--- src/sv/drmt_pkg.sv ---
// Shared types and constants for the dirty region merge table.
// Used by drmt_ram and dirty_region_merge_table_top; no dependencies.
package drmt_pkg;

	localparam int DEFAULT_MAX_ENTRIES = 16;

	typedef enum logic [1:0] {
		KIND_MARK  = 2'd0,
		KIND_SHIFT = 2'd1,
		KIND_DRAIN = 2'd2,
		KIND_NOP   = 2'd3
	} kind_t;

	typedef struct packed {
		logic [15:0] row;
		logic        whole_row;
		logic [7:0]  piece;
		logic        whole_piece;
		logic [9:0]  col_start;
		logic [9:0]  col_end;
	} region_t;

	typedef struct packed {
		logic        entry_valid;
		logic        full_repaint;
		logic [15:0] row;
		logic        whole_row;
		logic [7:0]  piece;
		logic        whole_piece;
		logic [9:0]  col_start;
		logic [9:0]  col_end;
		logic        last;
	} result_t;

	typedef enum logic [2:0] {
		ST_IDLE,
		ST_START,
		ST_READ,
		ST_EVAL,
		ST_END,
		ST_PROMO,
		ST_STATUS
	} state_t;

endpackage

--- src/sv/drmt_ram.sv ---
// Region table storage: one write port, one read port with registered data.
// Depends on drmt_pkg for region_t.
module drmt_ram #(
	parameter int DEPTH = drmt_pkg::DEFAULT_MAX_ENTRIES,
	parameter int AW    = (DEPTH > 1) ? $clog2(DEPTH) : 1
) (
	input  logic              clk,
	input  logic              we,
	input  logic [AW-1:0]     waddr,
	input  drmt_pkg::region_t wdata,
	input  logic [AW-1:0]     raddr,
	output drmt_pkg::region_t rdata
);

	drmt_pkg::region_t mem [DEPTH];

	always_ff @(posedge clk) begin
		if (we) begin
			mem[waddr] <= wdata;
		end
	end

	always_ff @(posedge clk) begin
		rdata <= mem[raddr];
	end

endmodule

--- src/sv/dirty_region_merge_table_top.sv ---
// Dirty region merge table: top level with the entry-walk sequencer.
// Depends on drmt_pkg and drmt_ram.
//
// Usage: items arrive on the in_* channel (valid/ready). A mark merges into
// or appends to the region table, a shift adds a signed amount to every
// stored row, a drain reports the full-repaint flag or every visible region
// and then empties the table. Results leave on the out_* channel through one
// output register; 'last' flags the final beat of an item. visible_rows is
// written over the cfg_* channel, which is always ready.
// Sequencing: the sequencer walks the table through the single RAM read port,
// reading each stored entry and then evaluating it. in_ready is high only
// while the sequencer is idle, so one item is in work at a time.
// When the receiver stalls, the sequencer waits at the next beat it must
// issue; a finished beat may sit in the output register while a new item is
// accepted. Reset empties the table, clears the repaint flag and sets
// visible_rows to zero; RAM contents need no clearing.
module dirty_region_merge_table_top #(
	parameter int MAX_ENTRIES = drmt_pkg::DEFAULT_MAX_ENTRIES,
	parameter int AW          = (MAX_ENTRIES > 1) ? $clog2(MAX_ENTRIES) : 1,
	parameter int CW          = $clog2(MAX_ENTRIES + 1)
) (
	input  logic               clk,
	input  logic               arst_n,
	input  logic               cfg_valid,
	output logic               cfg_ready,
	input  logic [14:0]        cfg_data,
	input  logic               in_valid,
	output logic               in_ready,
	input  logic [1:0]         kind,
	input  logic signed [15:0] row,
	input  logic               whole_row,
	input  logic [7:0]         piece,
	input  logic               whole_piece,
	input  logic [9:0]         col_start,
	input  logic [9:0]         col_end,
	input  logic signed [15:0] shift,
	output logic               out_valid,
	input  logic               out_ready,
	output logic               entry_valid,
	output logic               full_repaint,
	output logic signed [15:0] out_row,
	output logic               out_whole_row,
	output logic [7:0]         out_piece,
	output logic               out_whole_piece,
	output logic [9:0]         out_col_start,
	output logic [9:0]         out_col_end,
	output logic [CW-1:0]      entry_count,
	output logic               last
);

	localparam logic [CW-1:0] MAX_CNT = CW'(MAX_ENTRIES);

	drmt_pkg::state_t  state_q, state_d;
	logic [14:0]       vis_q;
	logic [CW-1:0]     used_q;
	logic              rep_q;
	logic [CW-1:0]     idx_q;
	logic [AW-1:0]     same_idx_q;
	logic              same_v_q;
	drmt_pkg::region_t pend_q;
	logic              pend_v_q;

	// captured input item
	drmt_pkg::kind_t   kind_q;
	drmt_pkg::region_t mark_q;
	logic [15:0]       shift_q;

	drmt_pkg::result_t out_q;
	logic [CW-1:0]     cnt_q;
	logic              out_valid_q;

	// RAM port
	logic              we;
	logic [AW-1:0]     waddr, raddr;
	drmt_pkg::region_t wdata, rd;

	// sequencer controls
	logic              out_ld;
	drmt_pkg::result_t out_d;
	logic              idx_inc, tab_clr, rep_set, used_inc, pend_ld, same_ld;

	logic out_free, hit_row, hit_piece, vis, walk_done, tab_full;

	function automatic drmt_pkg::result_t entry_res(drmt_pkg::region_t e, logic lst);
		drmt_pkg::result_t r;
		r = '0;
		r.entry_valid = 1'b1;
		r.row         = e.row;
		r.last        = lst;
		if (e.whole_row) begin
			r.whole_row = 1'b1;
		end else begin
			r.piece = e.piece;
			if (e.whole_piece) begin
				r.whole_piece = 1'b1;
			end else begin
				r.col_start = e.col_start;
				r.col_end   = e.col_end;
			end
		end
		return r;
	endfunction

	drmt_ram #(.DEPTH(MAX_ENTRIES), .AW(AW)) u_ram (
		.clk   (clk),
		.we    (we),
		.waddr (waddr),
		.wdata (wdata),
		.raddr (raddr),
		.rdata (rd)
	);

	assign out_free  = !out_valid_q || out_ready;
	assign hit_row   = (rd.row == mark_q.row);
	assign hit_piece = (rd.piece == mark_q.piece);
	assign vis       = !rd.row[15] && (rd.row[14:0] < vis_q);
	assign walk_done = (idx_q == used_q);
	assign tab_full  = (used_q >= MAX_CNT);

	assign cfg_ready = 1'b1;
	assign in_ready  = (state_q == drmt_pkg::ST_IDLE);

	// next state
	always_comb begin
		state_d = state_q;
		case (state_q)
			drmt_pkg::ST_IDLE: begin
				if (in_valid) state_d = drmt_pkg::ST_START;
			end
			drmt_pkg::ST_START: begin
				if (kind_q == drmt_pkg::KIND_DRAIN && rep_q) begin
					if (out_free) state_d = drmt_pkg::ST_IDLE;
				end else if (kind_q == drmt_pkg::KIND_NOP) begin
					state_d = drmt_pkg::ST_STATUS;
				end else begin
					state_d = drmt_pkg::ST_READ;
				end
			end
			drmt_pkg::ST_READ: begin
				state_d = walk_done ? drmt_pkg::ST_END : drmt_pkg::ST_EVAL;
			end
			drmt_pkg::ST_EVAL: begin
				case (kind_q)
					drmt_pkg::KIND_MARK: begin
						if (hit_row && (rd.whole_row || mark_q.whole_row || hit_piece))
							state_d = drmt_pkg::ST_STATUS;
						else
							state_d = drmt_pkg::ST_READ;
					end
					drmt_pkg::KIND_DRAIN: begin
						if (!(vis && pend_v_q && !out_free)) state_d = drmt_pkg::ST_READ;
					end
					default: state_d = drmt_pkg::ST_READ;
				endcase
			end
			drmt_pkg::ST_END: begin
				case (kind_q)
					drmt_pkg::KIND_MARK: begin
						state_d = (tab_full && same_v_q) ? drmt_pkg::ST_PROMO
							: drmt_pkg::ST_STATUS;
					end
					drmt_pkg::KIND_DRAIN: begin
						if (out_free) state_d = drmt_pkg::ST_IDLE;
					end
					default: state_d = drmt_pkg::ST_STATUS;
				endcase
			end
			drmt_pkg::ST_PROMO:  state_d = drmt_pkg::ST_STATUS;
			drmt_pkg::ST_STATUS: begin
				if (out_free) state_d = drmt_pkg::ST_IDLE;
			end
			default: state_d = drmt_pkg::ST_IDLE;
		endcase
	end

	// sequencer outputs
	always_comb begin
		raddr    = idx_q[AW-1:0];
		we       = 1'b0;
		waddr    = idx_q[AW-1:0];
		wdata    = rd;
		out_ld   = 1'b0;
		out_d    = '0;
		idx_inc  = 1'b0;
		tab_clr  = 1'b0;
		rep_set  = 1'b0;
		used_inc = 1'b0;
		pend_ld  = 1'b0;
		same_ld  = 1'b0;
		case (state_q)
			drmt_pkg::ST_START: begin
				if (kind_q == drmt_pkg::KIND_DRAIN && rep_q && out_free) begin
					out_ld             = 1'b1;
					out_d.full_repaint = 1'b1;
					out_d.last         = 1'b1;
					tab_clr            = 1'b1;
				end
			end
			drmt_pkg::ST_EVAL: begin
				case (kind_q)
					drmt_pkg::KIND_MARK: begin
						idx_inc = 1'b1;
						if (hit_row) begin
							same_ld = 1'b1;
							if (rd.whole_row || mark_q.whole_row) begin
								we              = 1'b1;
								wdata.whole_row = 1'b1;
							end else if (hit_piece) begin
								we = 1'b1;
								if (rd.whole_piece || mark_q.whole_piece) begin
									wdata.whole_piece = 1'b1;
								end else begin
									if (rd.col_start > mark_q.col_start)
										wdata.col_start = mark_q.col_start;
									if (rd.col_end < mark_q.col_end)
										wdata.col_end = mark_q.col_end;
								end
							end
						end
					end
					drmt_pkg::KIND_SHIFT: begin
						idx_inc   = 1'b1;
						we        = 1'b1;
						wdata.row = rd.row + shift_q;
					end
					drmt_pkg::KIND_DRAIN: begin
						if (!vis) begin
							idx_inc = 1'b1;
						end else if (!pend_v_q || out_free) begin
							idx_inc = 1'b1;
							pend_ld = 1'b1;
							if (pend_v_q) begin
								out_ld = 1'b1;
								out_d  = entry_res(pend_q, 1'b0);
							end
						end
					end
					default: ;
				endcase
			end
			drmt_pkg::ST_END: begin
				raddr = same_idx_q;
				case (kind_q)
					drmt_pkg::KIND_MARK: begin
						if (tab_full) begin
							if (!same_v_q) rep_set = 1'b1;
						end else begin
							we       = 1'b1;
							waddr    = used_q[AW-1:0];
							wdata    = mark_q;
							used_inc = 1'b1;
							if (mark_q.whole_row) begin
								wdata.piece       = '0;
								wdata.whole_piece = 1'b0;
							end
							if (mark_q.whole_row || mark_q.whole_piece) begin
								wdata.col_start = '0;
								wdata.col_end   = '0;
							end
						end
					end
					drmt_pkg::KIND_DRAIN: begin
						if (out_free) begin
							out_ld  = 1'b1;
							tab_clr = 1'b1;
							if (pend_v_q) out_d = entry_res(pend_q, 1'b1);
							else out_d.last = 1'b1;
						end
					end
					default: ;
				endcase
			end
			drmt_pkg::ST_PROMO: begin
				raddr           = same_idx_q;
				we              = 1'b1;
				waddr           = same_idx_q;
				wdata.whole_row = 1'b1;
			end
			drmt_pkg::ST_STATUS: begin
				if (out_free) begin
					out_ld             = 1'b1;
					out_d.full_repaint = rep_q;
					out_d.last         = 1'b1;
				end
			end
			default: ;
		endcase
	end

	always_ff @(posedge clk or negedge arst_n) begin
		if (!arst_n) begin
			state_q     <= drmt_pkg::ST_IDLE;
			vis_q       <= '0;
			used_q      <= '0;
			rep_q       <= 1'b0;
			idx_q       <= '0;
			same_v_q    <= 1'b0;
			pend_v_q    <= 1'b0;
			out_valid_q <= 1'b0;
		end else begin
			state_q <= state_d;
			if (cfg_valid) vis_q <= cfg_data;
			if (state_q == drmt_pkg::ST_START) begin
				idx_q    <= '0;
				same_v_q <= 1'b0;
				pend_v_q <= 1'b0;
			end else if (idx_inc) begin
				idx_q <= idx_q + CW'(1);
			end
			if (same_ld) same_v_q <= 1'b1;
			if (pend_ld) pend_v_q <= 1'b1;
			if (rep_set) rep_q <= 1'b1;
			if (used_inc) used_q <= used_q + CW'(1);
			if (tab_clr) begin
				used_q <= '0;
				rep_q  <= 1'b0;
			end
			if (out_ld) out_valid_q <= 1'b1;
			else if (out_ready) out_valid_q <= 1'b0;
		end
	end

	// payload registers
	always_ff @(posedge clk) begin
		if (in_valid && in_ready) begin
			kind_q             <= drmt_pkg::kind_t'(kind);
			mark_q.row         <= row;
			mark_q.whole_row   <= whole_row;
			mark_q.piece       <= piece;
			mark_q.whole_piece <= whole_piece;
			mark_q.col_start   <= col_start;
			mark_q.col_end     <= col_end;
			shift_q            <= shift;
		end
		if (same_ld) same_idx_q <= idx_q[AW-1:0];
		if (pend_ld) pend_q <= rd;
		if (out_ld) begin
			out_q <= out_d;
			// drain beats report an empty table; status beats the live count
			if (kind_q == drmt_pkg::KIND_DRAIN) cnt_q <= '0;
			else cnt_q <= used_q;
		end
	end

	assign out_valid       = out_valid_q;
	assign entry_valid     = out_q.entry_valid;
	assign full_repaint    = out_q.full_repaint;
	assign out_row         = out_q.row;
	assign out_whole_row   = out_q.whole_row;
	assign out_piece       = out_q.piece;
	assign out_whole_piece = out_q.whole_piece;
	assign out_col_start   = out_q.col_start;
	assign out_col_end     = out_q.col_end;
	assign entry_count     = cnt_q;
	assign last            = out_q.last;

endmodule

--- config.mk ---
export PLATFORM = sky130hd
export DESIGN_NAME = dirty_region_merge_table_top
export DESIGN_NICKNAME = d
export VERILOG_FILES = /design/src/sv/drmt_pkg.sv /design/src/sv/drmt_ram.sv /design/src/sv/dirty_region_merge_table_top.sv
export SDC_FILE = /design/constraint.sdc
export NUM_CORES = 1
export LEC_CHECK = 0
export BUFFER_PORTS_ARGS = -buffer_cell sky130_fd_sc_hd__clkbuf_2
export CAP_MARGIN = 25
export CORE_MARGIN = 2
export CORE_UTILIZATION = 29
export CTS_CLUSTER_DIAMETER = 100
export DETAILED_ROUTE_END_ITERATION = 8
export SYNTH_ARGS = -nofsm -noshare
export SYNTH_HDL_FRONTEND = slang
export SYNTH_SLANG_ARGS = --single-unit
--- constraint.sdc ---
create_clock -name clk -period 12.3 [get_ports clk]
set_clock_uncertainty 0.2 [all_clocks]
set_input_delay 2.46 -clock clk [delete_from_list [all_inputs] [get_ports clk]]
set_output_delay 2.46 -clock clk [all_outputs]
set_load 0.005 [all_outputs]
==> results.sh <==
export IMPL_max_freq_mhz=224.0
export IMPL_final_cell_mix="904 x edfxtp_1, 184 x mux4_2, 162 x nand2_1"
export IMPL_worst_setup_path_end_kind="output port"
export IMPL_drv_slew=0
export IMPL_max_slew_margin_pct=26.40
export IMPL_leakage_uw=0.01502
export IMPL_synth_compound_area_share_pct=4.973
export IMPL_fp_row_count=133
export IMPL_tns_ns=0
export IMPL_synth_area_um2=38650
export IMPL_clock_root_buffer="clkbuf_16"
export IMPL_fin_crit_sh_pct=36.29
export IMPL_setup_worst_path_class="reg2out"
export IMPL_grt_max_degree=132
export IMPL_synth_area_leaders="edfxtp_1 70%, mux4_2 11%, dfxtp_1 2.4%"
export IMPL_pin_count=141
export IMPL_vdd_drop_max_v=0.0001804
export IMPL_ant_nets=0
export IMPL_port_buffers=139
export IMPL_crit_path_start="state_q[1]"
export IMPL_synth_xor_area_share_pct=0.9292
export IMPL_track_usage_pct=13.74
export IMPL_p_per_area_nw_per_um2=228.2
export IMPL_cp_max_fo=19
export IMPL_gp_congestion=0.8107
export IMPL_hold_violations=0
export IMPL_synth_top_family_by_area="multiplexers"
export IMPL_finalNonFillerCells=4136
export IMPL_grt_pass1_vias=20190
export IMPL_core_um2=131800
export IMPL_dieArea_um2=136200
export IMPL_firstDrtPassIters=5
export IMPL_arrival_ns=1.80
export IMPL_power_uw=10270
export IMPL_synthArstFlopShare_pct=3.259
export IMPL_syn_area_per_cell_um2=18.41
export IMPL_drive_above_1_share_pct=23.80
export IMPL_htreeDepth=3
export IMPL_yosysUniqueCellTypes=64
export IMPL_finalWorstSetupSlack_ns=7.837
export IMPL_wire_per_inst_um=22.93
export IMPL_setup_worst_path_start_class="flip-flop"
export IMPL_seq_area_frac_synth_pct=74.70
export IMPL_status="complete, no violations"
export IMPL_r2r_start="state_q[2]"
export IMPL_wl_met2_um=45910
export IMPL_fin_crit_ns=4.463
export IMPL_num_vias=20080
export IMPL_fin_nets=2432
export IMPL_routed_wirelength_um=94840
export IMPL_cts_buffers=95
export IMPL_hpwl_um=52710
export IMPL_clk_latency_ns=0.67
export IMPL_met1_length_um=42060
export IMPL_hold_buffers=0
export IMPL_syn_nets=2236
export IMPL_yosys_area_top_type="edfxtp_1"
export IMPL_viasPerCell=4.854
export IMPL_post_place_ws_ns=7.410
export IMPL_grt_pass1_wl_um=138600
export IMPL_yosys_area_share_adder_pct=1.735
export IMPL_dr_wl_met3_um=5298
export IMPL_yosys_area_top_type_share_pct=70.24
export IMPL_area_growth_pct=16.42
export IMPL_worst_pin_slew_ns=1.097
export IMPL_fp_dieH_um=369.1
export IMPL_netlist_instances=2099
export IMPL_synth_simple_area_share_pct=4.902
export IMPL_synth_edf_count=904
export IMPL_rsz0062_at_grt="no"
export IMPL_dp_cells=3946
export IMPL_setup_viol=0
export IMPL_cap_violations=0
export IMPL_cts_tree="yes"
export IMPL_cts_sink_count=982
export IMPL_post_cts_buffers=0
export IMPL_grt_ovfl_total=0
export IMPL_final_common_cell="edfxtp_1"
export IMPL_grt_antenna_before_repair=1
export IMPL_path_clk_slew_ns=0.06
export IMPL_start_util_pct=29.32
export IMPL_hp_start="u_ram.rdata[0]"
export IMPL_first_iter_violations=1766
export IMPL_clk_path_buf_depth=3
export IMPL_synthMuxAreaShare_pct=11.01
export IMPL_yosysWarnings=0
export IMPL_drcViolationCount=0
export IMPL_fin_util_pct=34.14
export IMPL_cts_resized=0
export IMPL_dieWidth_um=369.1
export IMPL_critPathRequiredTime_ns=9.64
export IMPL_top_layer_used="met4"
export IMPL_ys_ff_latch=982
export IMPL_synth_top_flop_cell="edfxtp_1"
export IMPL_hp_class="reg2reg"
-- critical path, stage by stage (launching register included) --
cell,delay [ns]
dfrtp_1,0.59
nor3_1,0.38
clkbuf_2,0.18
-- flip-flops by register name, indices dropped and copies added, names as in the netlist, 2 cells and up --
signal,cells
u_ram.mem,736
mark_q,46
pend_q,46
u_ram.rdata,46
out_row,16
shift_q,16
vis_q,15
out_col_end,10
out_col_start,10
out_piece,8
entry_count,5
idx_q,5
used_q,5
same_idx_q,4
state_q,3
kind_q,2
-- routing by layer --
layer | vias up | global-route usage (%)
met5 | - | 0
li1 | 8779 | -
met4 | 0 | 3.352
met2 | 595 | 22.59
met3 | 111 | 2.262
met1 | 10590 | 18.96
-- synthesized netlist by cell type (all sizes together), types with 2 or more instances --
cell type	count
a211oi	51
nor2	45
buf	42
a22o	21
nor3	17
o21a	3
xor2	33
o21bai	3
dfrtp	32
and2	68
o22ai	7
o311ai	3
o211ai	4
mux2	2
o21ai	57
a211o	3
ha	52
nand3	7
a41oi	2
a31oi	50
nor2b	12
clkbuf	64
and3	26
mux2i	9
o221ai	3
a221o	4
a21oi	40
mux4	184
nor4	6
nand2	162
nand4	12
a21o	15
a22oi	12
nor3b	3
nand2b	11
a21boi	2
and3b	9
or2	3
dfxtp	46
edfxtp	904
xnor2	8
or3	4
inv	46
-- through the flow --
| stage | cell area (um2) | hold WS [ns] |
|---|---|---|
| 3_5_place_dp | 41710 | 0.2398 |
| 5_1_grt | 44980 | 0.2744 |
| 2_1_floorplan | 38650 | 0.2219 |
| 3_3_place_gp | 41630 | 0.2403 |
| 4_1_cts | 44900 | 0.2517 |
| 6_report | 44990 | 0.2542 |
-- logic make-up (layout without fill, tap and decap cells) --
| kind of cell | count (synthesis) | count (layout) |
|---|---|---|
| AOI/OAI and AO/OA | 289 | 289 |
| and+or+nand+nor | 386 | 386 |
| other | 1 | 4 |
| muxes | 195 | 195 |
| buffers and inverters | 152 | 431 |
| DFF | 982 | 982 |
| xor gates and xnor gates | 41 | 41 |
| adders and majority gates | 53 | 53 |
-- final cells by class --
type	count	area, um2
inverter	46	172.7
timing repair buffer	205	1277
antenna	3	7.507
sequential	982	28870
clock buffer	133	2704
multi-input combinational	965	9276
fill	12430	86800
clock inverter	47	490.5
tap	1755	2196
-- where the power goes --
group,total (uW),switching (uW),internal [uW],leakage (uW)
Sequential,4550,212,4330,0.00894
Combinational,2770,1670,1100,0.00453
Clock,2950,1260,1700,0.00155
-- final timing paths --
path / endpoint / slack (ns) / cells past startpoint
max: in_ready / 7.84 / 2
min: pend_q[0] / 0.25 / 0
max reg2reg: u_ram.rdata[36] / 7.93 / 9
min reg2reg: pend_q[0] / 0.25 / 0
max in group asynchronous: used_q[4] / 9.61 / 1
min in group asynchronous: vis_q[11] / 1.70 / 1
(Power assumes the default switching activity.)
